**src/rwla_pkg.sv**
```systemverilog
// ----------------------------------------------------------------------------
// Reader/writer lock arbiter package
// Shared widths, limits and command codes of the lock arbiter.
// ----------------------------------------------------------------------------
package rwla_pkg;

    localparam int MAX_REQUESTERS = 64;
    localparam int RING_DEPTH     = 64;
    localparam int ID_W           = 6;
    localparam int CMD_W          = 2;
    localparam int PTR_W          = $clog2(RING_DEPTH);
    localparam int CNT_W          = 7;
    localparam int ACTIVE_MAX     = 127;

    typedef enum logic [CMD_W-1:0] {
        CMD_READ_ACQUIRE  = 2'd0,
        CMD_WRITE_ACQUIRE = 2'd1,
        CMD_READ_RELEASE  = 2'd2,
        CMD_WRITE_RELEASE = 2'd3
    } cmd_t;

endpackage

```
**src/rwla_ram.sv**
```systemverilog
// ----------------------------------------------------------------------------
// Generic RAM
// One write port and one read port with a registered read.
// ----------------------------------------------------------------------------
module rwla_ram #(
    parameter int WIDTH = 8,
    parameter int DEPTH = 64
) (
    input  logic                     aclk,
    input  logic                     wr_en,
    input  logic [$clog2(DEPTH)-1:0] wr_addr,
    input  logic [WIDTH-1:0]         wr_data,
    input  logic                     rd_en,
    input  logic [$clog2(DEPTH)-1:0] rd_addr,
    output logic [WIDTH-1:0]         rd_data
);

    logic [WIDTH-1:0] mem [DEPTH];

    always_ff @(posedge aclk) begin
        if (wr_en) begin
            mem[wr_addr] <= wr_data;
        end
        if (rd_en) begin
            rd_data <= mem[rd_addr];
        end
    end

endmodule

```
**src/rwla_core.sv**
```systemverilog
// ----------------------------------------------------------------------------
// Lock arbiter sequencer
// Decides each request, keeps the lock state and queue pointers, drives the
// queue memories and emits result items through an output register.
// ----------------------------------------------------------------------------
module rwla_core (
    input  logic                      aclk,
    input  logic                      aresetn,
    input  logic                      s_valid,
    output logic                      s_ready,
    input  logic [rwla_pkg::CMD_W-1:0] s_cmd,
    input  logic [rwla_pkg::ID_W-1:0]  s_requester_id,
    output logic                      m_valid,
    input  logic                      m_ready,
    output logic                      m_granted,
    output logic [rwla_pkg::ID_W-1:0]  m_grant_id,
    output logic                      m_grant_is_write,
    output logic                      m_request_error,
    output logic                      m_last,
    output logic                      rq_wr_en,
    output logic [rwla_pkg::PTR_W-1:0] rq_wr_addr,
    output logic [rwla_pkg::ID_W-1:0]  rq_wr_data,
    output logic                      rq_rd_en,
    output logic [rwla_pkg::PTR_W-1:0] rq_rd_addr,
    input  logic [rwla_pkg::ID_W-1:0]  rq_rd_data,
    output logic                      wq_wr_en,
    output logic [rwla_pkg::PTR_W-1:0] wq_wr_addr,
    output logic [rwla_pkg::ID_W-1:0]  wq_wr_data,
    output logic                      wq_rd_en,
    output logic [rwla_pkg::PTR_W-1:0] wq_rd_addr,
    input  logic [rwla_pkg::ID_W-1:0]  wq_rd_data
);

    import rwla_pkg::*;

    typedef enum logic [2:0] {
        ST_IDLE,
        ST_DECIDE,
        ST_WGRANT,
        ST_RGRANT
    } state_t;

    state_t            state_reg;
    cmd_t              cmd_reg;
    logic [ID_W-1:0]   id_reg;
    logic [PTR_W-1:0]  rq_head_reg;
    logic [CNT_W-1:0]  rq_count_reg;
    logic [PTR_W-1:0]  wq_head_reg;
    logic [CNT_W-1:0]  wq_count_reg;
    logic [CNT_W-1:0]  active_reg;
    logic              writer_active_reg;

    logic              m_valid_reg;
    logic              m_granted_reg;
    logic [ID_W-1:0]   m_grant_id_reg;
    logic              m_grant_is_write_reg;
    logic              m_request_error_reg;
    logic              m_last_reg;

    logic              out_free;
    logic              go;
    logic              read_free;
    logic              write_free;
    logic              rq_full;
    logic              wq_full;
    logic [CNT_W-1:0]  active_dec;
    logic [CNT_W-1:0]  active_sat_inc;
    logic              rq_push;
    logic              wq_push;
    logic              wq_pop_start;
    logic              rq_flush_start;

    logic              out_load;
    logic              out_granted;
    logic [ID_W-1:0]   out_id;
    logic              out_write;
    logic              out_err;
    logic              out_last;

    assign out_free   = !m_valid_reg || m_ready;
    assign go         = (state_reg == ST_DECIDE) && out_free;
    assign read_free  = !writer_active_reg && (wq_count_reg == '0) && (rq_count_reg == '0);
    assign write_free = !writer_active_reg && (active_reg == '0) && (wq_count_reg == '0);
    assign rq_full    = rq_count_reg >= CNT_W'(MAX_REQUESTERS);
    assign wq_full    = wq_count_reg >= CNT_W'(MAX_REQUESTERS);
    assign active_dec = active_reg - CNT_W'(1);
    assign active_sat_inc = (active_reg == CNT_W'(ACTIVE_MAX)) ? active_reg
                                                               : active_reg + CNT_W'(1);

    always_comb begin
        rq_push        = 1'b0;
        wq_push        = 1'b0;
        wq_pop_start   = 1'b0;
        rq_flush_start = 1'b0;
        out_load       = 1'b0;
        out_granted    = 1'b0;
        out_id         = '0;
        out_write      = 1'b0;
        out_err        = 1'b0;
        out_last       = 1'b1;
        case (state_reg)
            ST_DECIDE: begin
                out_load = go;
                case (cmd_reg)
                    CMD_READ_ACQUIRE: begin
                        if (read_free) begin
                            if (active_reg == CNT_W'(ACTIVE_MAX)) begin
                                out_err = 1'b1;
                            end else begin
                                out_granted = 1'b1;
                                out_id      = id_reg;
                            end
                        end else if (rq_full) begin
                            out_err = 1'b1;
                        end else begin
                            rq_push = go;
                        end
                    end
                    CMD_WRITE_ACQUIRE: begin
                        if (write_free) begin
                            out_granted = 1'b1;
                            out_id      = id_reg;
                            out_write   = 1'b1;
                        end else if (wq_full) begin
                            out_err = 1'b1;
                        end else begin
                            wq_push = go;
                        end
                    end
                    CMD_READ_RELEASE: begin
                        if (active_reg == '0) begin
                            out_err = 1'b1;
                        end else if (active_dec == '0 && !writer_active_reg
                                     && wq_count_reg != '0) begin
                            wq_pop_start = go;
                            out_load     = 1'b0;
                        end
                    end
                    CMD_WRITE_RELEASE: begin
                        if (!writer_active_reg) begin
                            out_err = 1'b1;
                        end else if (rq_count_reg != '0) begin
                            rq_flush_start = go;
                            out_load       = 1'b0;
                        end else if (wq_count_reg != '0) begin
                            wq_pop_start = go;
                            out_load     = 1'b0;
                        end
                    end
                    default: begin
                        out_err = 1'b1;
                    end
                endcase
            end
            ST_WGRANT: begin
                out_load    = 1'b1;
                out_granted = 1'b1;
                out_id      = wq_rd_data;
                out_write   = 1'b1;
            end
            ST_RGRANT: begin
                out_load    = out_free;
                out_granted = 1'b1;
                out_id      = rq_rd_data;
                out_last    = (rq_count_reg == CNT_W'(1));
            end
            default: begin
                out_load = 1'b0;
            end
        endcase
    end

    assign rq_wr_en   = rq_push;
    assign rq_wr_addr = rq_head_reg + rq_count_reg[PTR_W-1:0];
    assign rq_wr_data = id_reg;
    assign wq_wr_en   = wq_push;
    assign wq_wr_addr = wq_head_reg + wq_count_reg[PTR_W-1:0];
    assign wq_wr_data = id_reg;
    assign wq_rd_en   = wq_pop_start;
    assign wq_rd_addr = wq_head_reg;
    assign rq_rd_en   = rq_flush_start
                        || ((state_reg == ST_RGRANT) && out_free && rq_count_reg != CNT_W'(1));
    assign rq_rd_addr = rq_flush_start ? rq_head_reg : rq_head_reg + PTR_W'(1);

    always_ff @(posedge aclk) begin
        if (!aresetn) begin
            state_reg         <= ST_IDLE;
            rq_head_reg       <= '0;
            rq_count_reg      <= '0;
            wq_head_reg       <= '0;
            wq_count_reg      <= '0;
            active_reg        <= '0;
            writer_active_reg <= 1'b0;
            m_valid_reg       <= 1'b0;
        end else begin
            if (out_load) begin
                m_valid_reg          <= 1'b1;
                m_granted_reg        <= out_granted;
                m_grant_id_reg       <= out_id;
                m_grant_is_write_reg <= out_write;
                m_request_error_reg  <= out_err;
                m_last_reg           <= out_last;
            end else if (m_ready) begin
                m_valid_reg <= 1'b0;
            end
            case (state_reg)
                ST_IDLE: begin
                    if (s_valid) begin
                        cmd_reg   <= cmd_t'(s_cmd);
                        id_reg    <= s_requester_id;
                        state_reg <= ST_DECIDE;
                    end
                end
                ST_DECIDE: begin
                    if (go) begin
                        case (cmd_reg)
                            CMD_READ_ACQUIRE: begin
                                if (read_free && !out_err) begin
                                    active_reg <= active_reg + CNT_W'(1);
                                end else if (rq_push) begin
                                    rq_count_reg <= rq_count_reg + CNT_W'(1);
                                end
                            end
                            CMD_WRITE_ACQUIRE: begin
                                if (write_free) begin
                                    writer_active_reg <= 1'b1;
                                end else if (wq_push) begin
                                    wq_count_reg <= wq_count_reg + CNT_W'(1);
                                end
                            end
                            CMD_READ_RELEASE: begin
                                if (!out_err) begin
                                    active_reg <= active_dec;
                                end
                            end
                            CMD_WRITE_RELEASE: begin
                                if (!out_err) begin
                                    writer_active_reg <= 1'b0;
                                end
                            end
                            default: begin
                            end
                        endcase
                        if (wq_pop_start) begin
                            state_reg <= ST_WGRANT;
                        end else if (rq_flush_start) begin
                            state_reg <= ST_RGRANT;
                        end else begin
                            state_reg <= ST_IDLE;
                        end
                    end
                end
                ST_WGRANT: begin
                    writer_active_reg <= 1'b1;
                    wq_head_reg       <= wq_head_reg + PTR_W'(1);
                    wq_count_reg      <= wq_count_reg - CNT_W'(1);
                    state_reg         <= ST_IDLE;
                end
                ST_RGRANT: begin
                    if (out_free) begin
                        rq_head_reg  <= rq_head_reg + PTR_W'(1);
                        rq_count_reg <= rq_count_reg - CNT_W'(1);
                        active_reg   <= active_sat_inc;
                        if (rq_count_reg == CNT_W'(1)) begin
                            state_reg <= ST_IDLE;
                        end
                    end
                end
                default: begin
                    state_reg <= ST_IDLE;
                end
            endcase
        end
    end

    assign s_ready          = (state_reg == ST_IDLE);
    assign m_valid          = m_valid_reg;
    assign m_granted        = m_granted_reg;
    assign m_grant_id       = m_grant_id_reg;
    assign m_grant_is_write = m_grant_is_write_reg;
    assign m_request_error  = m_request_error_reg;
    assign m_last           = m_last_reg;

endmodule

```
**src/reader_writer_lock_arbiter.sv**
```systemverilog
// ----------------------------------------------------------------------------
// Reader/writer lock arbiter
// An item is held in the command register when it is accepted and is then
// decided into the output register; a queued writer is granted through the
// registered read of the writer queue memory. A write release that flushes
// the reader queue first reads the reader queue memory and then emits one
// read grant per cycle while the result side keeps up. The decision waits
// while the output register holds a result item that has not been taken.
// The arbiter takes a new item the cycle after the previous one has been
// decided in full, so it holds one item at a time; waiting readers and
// writers are held in two 64-entry queue memories.
// ----------------------------------------------------------------------------
module reader_writer_lock_arbiter (
    input  logic                       aclk,
    input  logic                       aresetn,
    input  logic                       s_valid,
    output logic                       s_ready,
    input  logic [rwla_pkg::CMD_W-1:0] s_cmd,
    input  logic [rwla_pkg::ID_W-1:0]  s_requester_id,
    output logic                       m_valid,
    input  logic                       m_ready,
    output logic                       m_granted,
    output logic [rwla_pkg::ID_W-1:0]  m_grant_id,
    output logic                       m_grant_is_write,
    output logic                       m_request_error,
    output logic                       m_last
);

    import rwla_pkg::*;

    logic             rq_wr_en;
    logic [PTR_W-1:0] rq_wr_addr;
    logic [ID_W-1:0]  rq_wr_data;
    logic             rq_rd_en;
    logic [PTR_W-1:0] rq_rd_addr;
    logic [ID_W-1:0]  rq_rd_data;
    logic             wq_wr_en;
    logic [PTR_W-1:0] wq_wr_addr;
    logic [ID_W-1:0]  wq_wr_data;
    logic             wq_rd_en;
    logic [PTR_W-1:0] wq_rd_addr;
    logic [ID_W-1:0]  wq_rd_data;

    rwla_core u_core (
        .aclk             (aclk),
        .aresetn          (aresetn),
        .s_valid          (s_valid),
        .s_ready          (s_ready),
        .s_cmd            (s_cmd),
        .s_requester_id   (s_requester_id),
        .m_valid          (m_valid),
        .m_ready          (m_ready),
        .m_granted        (m_granted),
        .m_grant_id       (m_grant_id),
        .m_grant_is_write (m_grant_is_write),
        .m_request_error  (m_request_error),
        .m_last           (m_last),
        .rq_wr_en         (rq_wr_en),
        .rq_wr_addr       (rq_wr_addr),
        .rq_wr_data       (rq_wr_data),
        .rq_rd_en         (rq_rd_en),
        .rq_rd_addr       (rq_rd_addr),
        .rq_rd_data       (rq_rd_data),
        .wq_wr_en         (wq_wr_en),
        .wq_wr_addr       (wq_wr_addr),
        .wq_wr_data       (wq_wr_data),
        .wq_rd_en         (wq_rd_en),
        .wq_rd_addr       (wq_rd_addr),
        .wq_rd_data       (wq_rd_data)
    );

    rwla_ram #(
        .WIDTH (ID_W),
        .DEPTH (RING_DEPTH)
    ) u_reader_queue (
        .aclk    (aclk),
        .wr_en   (rq_wr_en),
        .wr_addr (rq_wr_addr),
        .wr_data (rq_wr_data),
        .rd_en   (rq_rd_en),
        .rd_addr (rq_rd_addr),
        .rd_data (rq_rd_data)
    );

    rwla_ram #(
        .WIDTH (ID_W),
        .DEPTH (RING_DEPTH)
    ) u_writer_queue (
        .aclk    (aclk),
        .wr_en   (wq_wr_en),
        .wr_addr (wq_wr_addr),
        .wr_data (wq_wr_data),
        .rd_en   (wq_rd_en),
        .rd_addr (wq_rd_addr),
        .rd_data (wq_rd_data)
    );

endmodule
```
**config.mk**
```make
export PLATFORM = sky130hd
export DESIGN_NAME = reader_writer_lock_arbiter
export DESIGN_NICKNAME = d
export VERILOG_FILES = /design/src/rwla_pkg.sv /design/src/rwla_ram.sv /design/src/rwla_core.sv /design/src/reader_writer_lock_arbiter.sv
export SDC_FILE = /design/constraint.sdc
export NUM_CORES = 1
export LEC_CHECK = 0
export ABC_AREA = 1
export BUFFER_PORTS_ARGS = -buffer_cell sky130_fd_sc_hd__buf_2
export CAP_MARGIN = 0
export CORE_AREA = 2 2 243 245
export CTS_BUF_LIST = sky130_fd_sc_hd__clkbuf_16
export CTS_CLUSTER_SIZE = 16
export DETAILED_ROUTE_END_ITERATION = 8
export DIE_AREA = 0 0 245 247
export HOLD_SLACK_MARGIN = 0.15
export PLACE_DENSITY = 0.82
export SYNTH_ARGS = -nofsm -noshare
export SYNTH_HDL_FRONTEND = slang
export SYNTH_SLANG_ARGS = --single-unit
export TNS_END_PERCENT = 30
```
**constraint.sdc**
```tcl
create_clock -name aclk -period 3.3 [get_ports aclk]
set_clock_uncertainty 0.2 [all_clocks]
set_input_delay 0.33 -clock aclk [delete_from_list [all_inputs] [get_ports aclk]]
set_output_delay 0.33 -clock aclk [all_outputs]
set_load 0.005 [all_outputs]
```
==> results by group, run 1 <==
Synthesis
  • Syn Area/Cell: 10.8 um^2
  • Syn Nets: 3405
  • Post-synthesis register bit count: 835
  • Cell Area, Synth: 36200 um^2
  • Count of flip-flops with a built-in enable after synthesis: around 800
  • Gate Count Post-Synth: approximately 3.4k
  • Async set-reset flop share out of synthesis: 0
  • Synth Flop Type: edfxtp_1
  • Yosys warning total: 0
  • Post-synthesis sequential area ratio: 0.682
  • Synth unique cells: 43

Job
  • Total of max-cap violations: 0

Timing
  • Max Clock Freq: 304 MHz
  • RSZ-0062 raised after global routing: yes
  • Final hold vios: 0
  • Worst setup margin: between 8 and 9 ps
  • Worst-margin pin slew: 1240 ps
  • Slew Limit Fails: 0
  • # setup viols final: 0
  • Final Cycle Share: 0.997
  • Slew headroom: 0.163
  • Period minus WS final: 3290 ps
  • Setup TNS: 0 ps

Floorplan
  • Core area: between 50000 and 60000 um^2
  • # rows: 89
  • Die height: 247 um
  • Die Wd: 245 um
  • Initial core utilization: 0.622
  • Die area: 60500 um^2
  • I/O pin count: 24

Critical path
  • CP Class: reg2reg
  • Critical Path Fanout Max: 8
  • Crit path required time: between 3000 and 4000 ps
  • CP Launch Type: flip-flop
  • CP arrival: 3390 ps
  • CP endpoint kind: flip-flop

CTS
  • Max Root-Sink Buffers: 3
  • Clk Latency, worst-skew pair: between 600 and 700 ps
  • CTS sink count: approximately 840
  • H-tree depth: 3
  • Num CTS Buffers: 83
  • Root Buffer: clkbuf_16
  • Post-CTS Setup Bufs: 0
  • CTS clk-pin slew, worst paths: roughly 60 ps
  • CTS tree: yes

Routing
  • Avg Vias per Cell: 6.03
  • Drt total wl: roughly 91000 um
  • DRT iter0 DRCs: 3727
  • Routed wire per std cell: 21.2 um
  • Vias: about 26k
  • DRT Pass-1 Iters: 6
  • DRC: 0
  • ANT nets after route: 0

Layout
  • Post-layout util: 0.705
  • Fraction of layout cells with a size suffix above 1: 0.103
  • FF+latch area: 24700 um^2
  • Most common cell after layout, fill and taps aside: edfxtp_1
  • Most frequent cells in the layout: edfxtp_1 (798), nand2_1 (550), nand3_1 (453)
  • Fill cells: 3786
  • Area of the multi-input gates: 9380 um^2
  • Nets: roughly 3.5k
  • Fin cells: 4294
  • Biggest regs: u_reader_queue.mem x384, u_writer_queue.mem x384
  • # diodes: 0
  • Synthesis-to-finish area growth: 13.2%

Outcome
  • Status: finished, final reports clean

Global routing
  • Largest net degree at the start of global routing: between 150 and 200
  • Overall Global Routing Usage: 0.301
  • Initial antenna violation count: 1
  • Vias in the first global route: 25.0k
  • First-pass GRT wire length: 139000 um
  • GRT Residual Overflow: 0

Power
  • Peak supply drop: about 0.71 mV
  • Power Dens Cells: 584 nW/um^2
  • Pwr Total: 24000 uW
  • Pleak: 0.0157 uW

Placed design
  • Routability cong.: approximately 0.91
  • I/O Buffers: 23
  • Post-DP HPWL: 54800 um
  • Placed Instances: 4133
  • Dpl ws: approximately 90 ps

Hold path
  • Hold Crit Class: in2reg
## cells by family after synthesis
kind of cell | share of synthesized area
compound gates | 0.0637
xor+xnor | 0.00701
fa+ha+maj | 0.0110
buf+inv | 0.0660
flops | 0.682
mux | 0.000587
simple gates | 0.170
## worst max-delay path, cell delays in order, from the launching register on
cell	delay [ps]
dfxtp_1	420
ha_1	260
nand2_1	70
nand2_1	50
a21oi_1	190
o21ai_0	110
a21o_1	170
or2_2	270
nand2_1	130
inv_1	80
nor2_1	180
nand2_1	420
nor2_2	420
## metal layers
layer  global-route usage  part of all wire  vias up
li1                     -                 -    11700
met4                0.148             0.052        2
met1                0.379              0.36    12100
met3               0.0542              0.10      353
met2                0.507              0.49     1728
met5                    0           0.00020        -
## cells in the mapped netlist, types with 3 or more instances
library cell	n	area share
edfxtp_1	798	0.66
nand2_1	553	0.057
nand3_1	453	0.063
inv_1	434	0.045
nor2_1	390	0.040
o21ai_0	227	0.031
clkbuf_1	94	0.0097
o22ai_1	62	0.011
buf_2	47	0.0065
a21oi_1	40	0.0055
dfxtp_1	37	0.020
o221ai_1	34	0.0082
ha_1	27	0.0093
nand4_1	27	0.0047
xor2_1	18	0.0043
buf_1	17	0.0018
nor3_1	16	0.0022
o211ai_1	15	0.0031
xnor2_1	11	0.0027
a31oi_1	10	0.0017
buf_4	10	0.0021
inv_2	7	0.00073
nand2_2	5	0.00086
fa_1	3	0.0017
nand3b_1	3	0.00062
or2_2	3	0.00052
## timing repair
action	CTS	global route
gates resized for setup	0	70
endpoints found under the setup margin	0	432
hold buffers	11	0
hold endpoints to repair	53	0
## cell type report
class | count | share of cell area
tap | 773 | 0.0236
multi-input combinational | 1918 | 0.229
timing repair buffer | 177 | 0.0386
inverter | 441 | 0.0404
clock inverter | 61 | 0.0125
clock buffer | 89 | 0.0543
sequential | 835 | 0.602
## metrics by stage
step,hold slack [ps],instance area (um^2)
global placement,278,38000
floorplan,229,36200
detailed placement,286,38000
finish,199,41000
CTS,175,40800
global route,192,41000
## where the power goes
part	internal, uW	total (uW)	switching (uW)	leakage (uW)
logic	779	2620	1840	0.00678
registers	11700	11800	113	0.00748
clock network	5560	9520	3960	0.00141
## worst paths after layout
check                         start  cells after the start                         to  slack (ps)
max          u_core.wq_count_reg[1]                     12  u_writer_queue.mem[13][4]           8
min               s_requester_id[3]                      2       u_core.rq_wr_data[3]         200
max reg2reg  u_core.wq_count_reg[1]                     12  u_writer_queue.mem[13][4]           8
min reg2reg  u_core.rq_count_reg[5]                      2     u_core.rq_count_reg[5]         300
(Power assumes the default switching activity.)
==> inputs of run 2 (changes only) <==
Settings changed: CORE_AREA 2 2 243 245 to 2 2 273 275, DIE_AREA 0 0 245 247 to 0 0 275 277, PLACE_DENSITY 0.82 to 0.68, SETUP_SLACK_MARGIN from default to 0.4.
==> results by group, run 2 (synthesis gave the netlist of run 1 again) <==
Outcome
  • Status: finished, final reports clean

Timing
  • Period minus WS final: 2910 ps (-385 ps)
  • Slew Limit Fails: 0 (unchanged)
  • Slew headroom: 0.178 (+0.0154)
  • # setup viols final: 0 (unchanged)
  • Final Cycle Share: 0.881 (-0.117)
  • RSZ-0062 raised after global routing: yes
  • Final hold vios: 0 (unchanged)
  • Worst-margin pin slew: 1220 ps (-22.8 ps)
  • Setup TNS: 0 ps (unchanged)
  • Max Clock Freq: 344 MHz (+13%)

Routing
  • Avg Vias per Cell: 5.59 (-7.3%)
  • DRT Pass-1 Iters: 6 (unchanged)
  • Vias: 25.7k (-0.85%)
  • ANT nets after route: 0 (unchanged)
  • DRT iter0 DRCs: 3139 (-16%)
  • Routed wire per std cell: 20.7 um (-2.4%)
  • Drt total wl: 95000 um (+4.4%)
  • DRC: 0 (unchanged)

Critical path
  • Crit-path max cell delay: 420 ps (about the same)
  • CP Launch Type: flip-flop
  • CP arrival: 3050 ps (-340 ps)
  • CP endpoint kind: flip-flop
  • Worst reg-to-reg path cell count: 10 (-2)
  • Crit path depth: 10 (-2)
  • CP Buf/Inv Count: 2 (+1)
  • Most used cell, CP: buf_4
  • Delay-heaviest family, CP: adder cells
  • R2R Path End: u_reader_queue.mem[62][0]
  • CP Class: reg2reg
  • Crit path required time: 3450 ps (+50 ps)
  • CP Cell Sequence: ha_1 > fa_1 > a21oi_1 > o21bai_1 > xor2_2 > buf_4 > nor2_4 > nand2_2 > nor2_1 > buf_4
  • Slowest stage cell on the critical path: fa_1
  • Critical Path Fanout Max: 8 (unchanged)
  • Reg2reg start: u_core.rq_count_reg[0]
  • R2R setup slack: 390 ps (+380 ps)

Hold path
  • Worst hold endpoint: u_core.m_valid
  • Depth of the worst hold-timing path: 5 (+3)
  • Hold path start: m_ready
  • Hold Crit Class: in2reg

Floorplan
  • Die area: 76200 um^2 (+26%)
  • # rows: 100 (+12%)
  • I/O pin count: 24 (unchanged)
  • Initial core utilization: 0.493 (-0.130)
  • Die height: 277 um (+12%)
  • Die Wd: 275 um (+12%)
  • Core area: 73600 um^2 (+26%)

Job
  • Total of max-cap violations: 0 (unchanged)

CTS
  • H-tree depth: 3 (unchanged)
  • Root Buffer: clkbuf_16
  • Max Root-Sink Buffers: 3 (unchanged)
  • Num CTS Buffers: 83 (unchanged)
  • CTS sink count: 835 (unchanged)
  • CTS tree: yes
  • Clk Latency, worst-skew pair: 640 ps (about the same)
  • CTS clk-pin slew, worst paths: 60 ps (about the same)

Global routing
  • First-pass GRT wire length: 144000 um (+3.4%)
  • Overall Global Routing Usage: 0.245 (-0.0562)
  • Vias in the first global route: 24.6k (-1.4%)
  • Largest net degree at the start of global routing: 196 (unchanged)
  • GRT Residual Overflow: 0 (unchanged)
  • Initial antenna violation count: 1 (unchanged)

Power
  • Clk network pwr share: 0.402 (+0.005)
  • Peak supply drop: 0.439 mV (-38%)
  • Sequential power share: 0.486 (-0.008)
  • Switching power: 5990 uW (+1.3%)
  • Switching part of the total: 0.246 (-0.000815)
  • Internal: 18400 uW (+1.7%)
  • Pleak: 0.0163 uW (+4.4%)
  • Power Dens Cells: 575 nW/um^2 (-1.5%)
  • Comb pwr share: 0.112 (+0.003)

Layout
  • Biggest regs: u_reader_queue.mem x384, u_writer_queue.mem x384
  • Final Cell Area: 42400 um^2 (+3.2%)
  • # diodes: 0 (unchanged)
  • Most common cell after layout, fill and taps aside: edfxtp_1
  • Nets: 3597 (+2.8%)
  • Fill cells: 5977 (+58%)
  • Post-layout util: 0.576 (-0.129)
  • Synthesis-to-finish area growth: 16.9%
  • Most frequent cells in the layout: edfxtp_1 (798), nand2_1 (535), nand3_1 (450)
  • Fraction of layout cells with a size suffix above 1: 0.130 (+0.0266)

Placed design
  • I/O Buffers: 23 (unchanged)
  • Area after DPL: 38900 um^2 (+2.4%)
  • Routability cong.: 0.882 (-3.1%)
  • Post-DP HPWL: 56800 um (+3.7%)
-- run 2: cell types whose count changed in the layout (fill, tap and decap cells not counted), sizes merged --
cell         previous run  this run
buf                   166       259
bufinv                  9        14
clkinv                 32        34
nand2                 558       560
clkbuf                 89        90
dlygate4sd3            11        10
-- run 2: stage by stage --
step,hold WS [ps],total power (uW),setup slack (ps),instances
after floorplan,229,13700,533,3363
after global placement,306,14600,219,4413
after detailed placement,309,14600,220,4413
after CTS,187,24300,318,4581
after global routing,196,25100,299,4592
final,189,24400,393,4592
-- run 2: cell type report --
class	count	area (um^2)	area share
flip-flops and latches	835	24700	0.583
multi-input cells	1920	9460	0.223
repair buffers	274	2490	0.0588
clock buffers	85	2130	0.0502
inverters	441	1660	0.0391
well taps	969	1210	0.0286
clock inverters	68	697	0.0165
-- run 2: worst max-delay path by stage --
stage,start,end,slack (ps)
3_5_place_dp,u_core.rq_head_reg[1],u_reader_queue.mem[16][1],220
6_report,u_core.rq_count_reg[0],u_reader_queue.mem[62][0],390
5_1_grt,u_core.rq_count_reg[0],u_reader_queue.mem[50][1],300
3_3_place_gp,u_core.rq_count_reg[2],u_reader_queue.mem[16][1],220
2_1_floorplan,u_core.wq_rd_addr[1],u_writer_queue.mem[16][0],530
4_1_cts,u_core.rq_count_reg[2],u_reader_queue.mem[2][1],320
-- run 2: worst min-delay path, cell delays in order --
cell	delay (ps)
buf_2	80
inv_1	30
nand2_1	140
buf_4	170
o21ai_0	160
-- run 2: timing repair --
| action | in CTS | in global routing |
|---|---|---|
| endpoints found under the setup margin | 291 | 712 |
| hold buffers | 10 | 0 |
| endpoints found under the hold margin | 45 | 0 |
| pin swaps | 4 | 12 |
| gates cloned | 1 | 6 |
| buffers inserted | 4 | 5 |
| gates resized for setup | 28 | 64 |
-- run 2: power groups by stage --
stage                     clock [uW]  sequential (uW)  combinational [uW]
after detailed placement           0            12100                2520
after global routing           10300            11800                2990
after floorplan                    0            12100                1600
after global placement             0            12100                2510
final                           9800            11800                2720
after CTS                       9920            11800                2580
-- run 2: metal layers --
metal  track usage  share of wire
met1         0.340           0.40
met4        0.0855          0.036
met5             0              0
met3        0.0343          0.078
met2         0.397           0.48
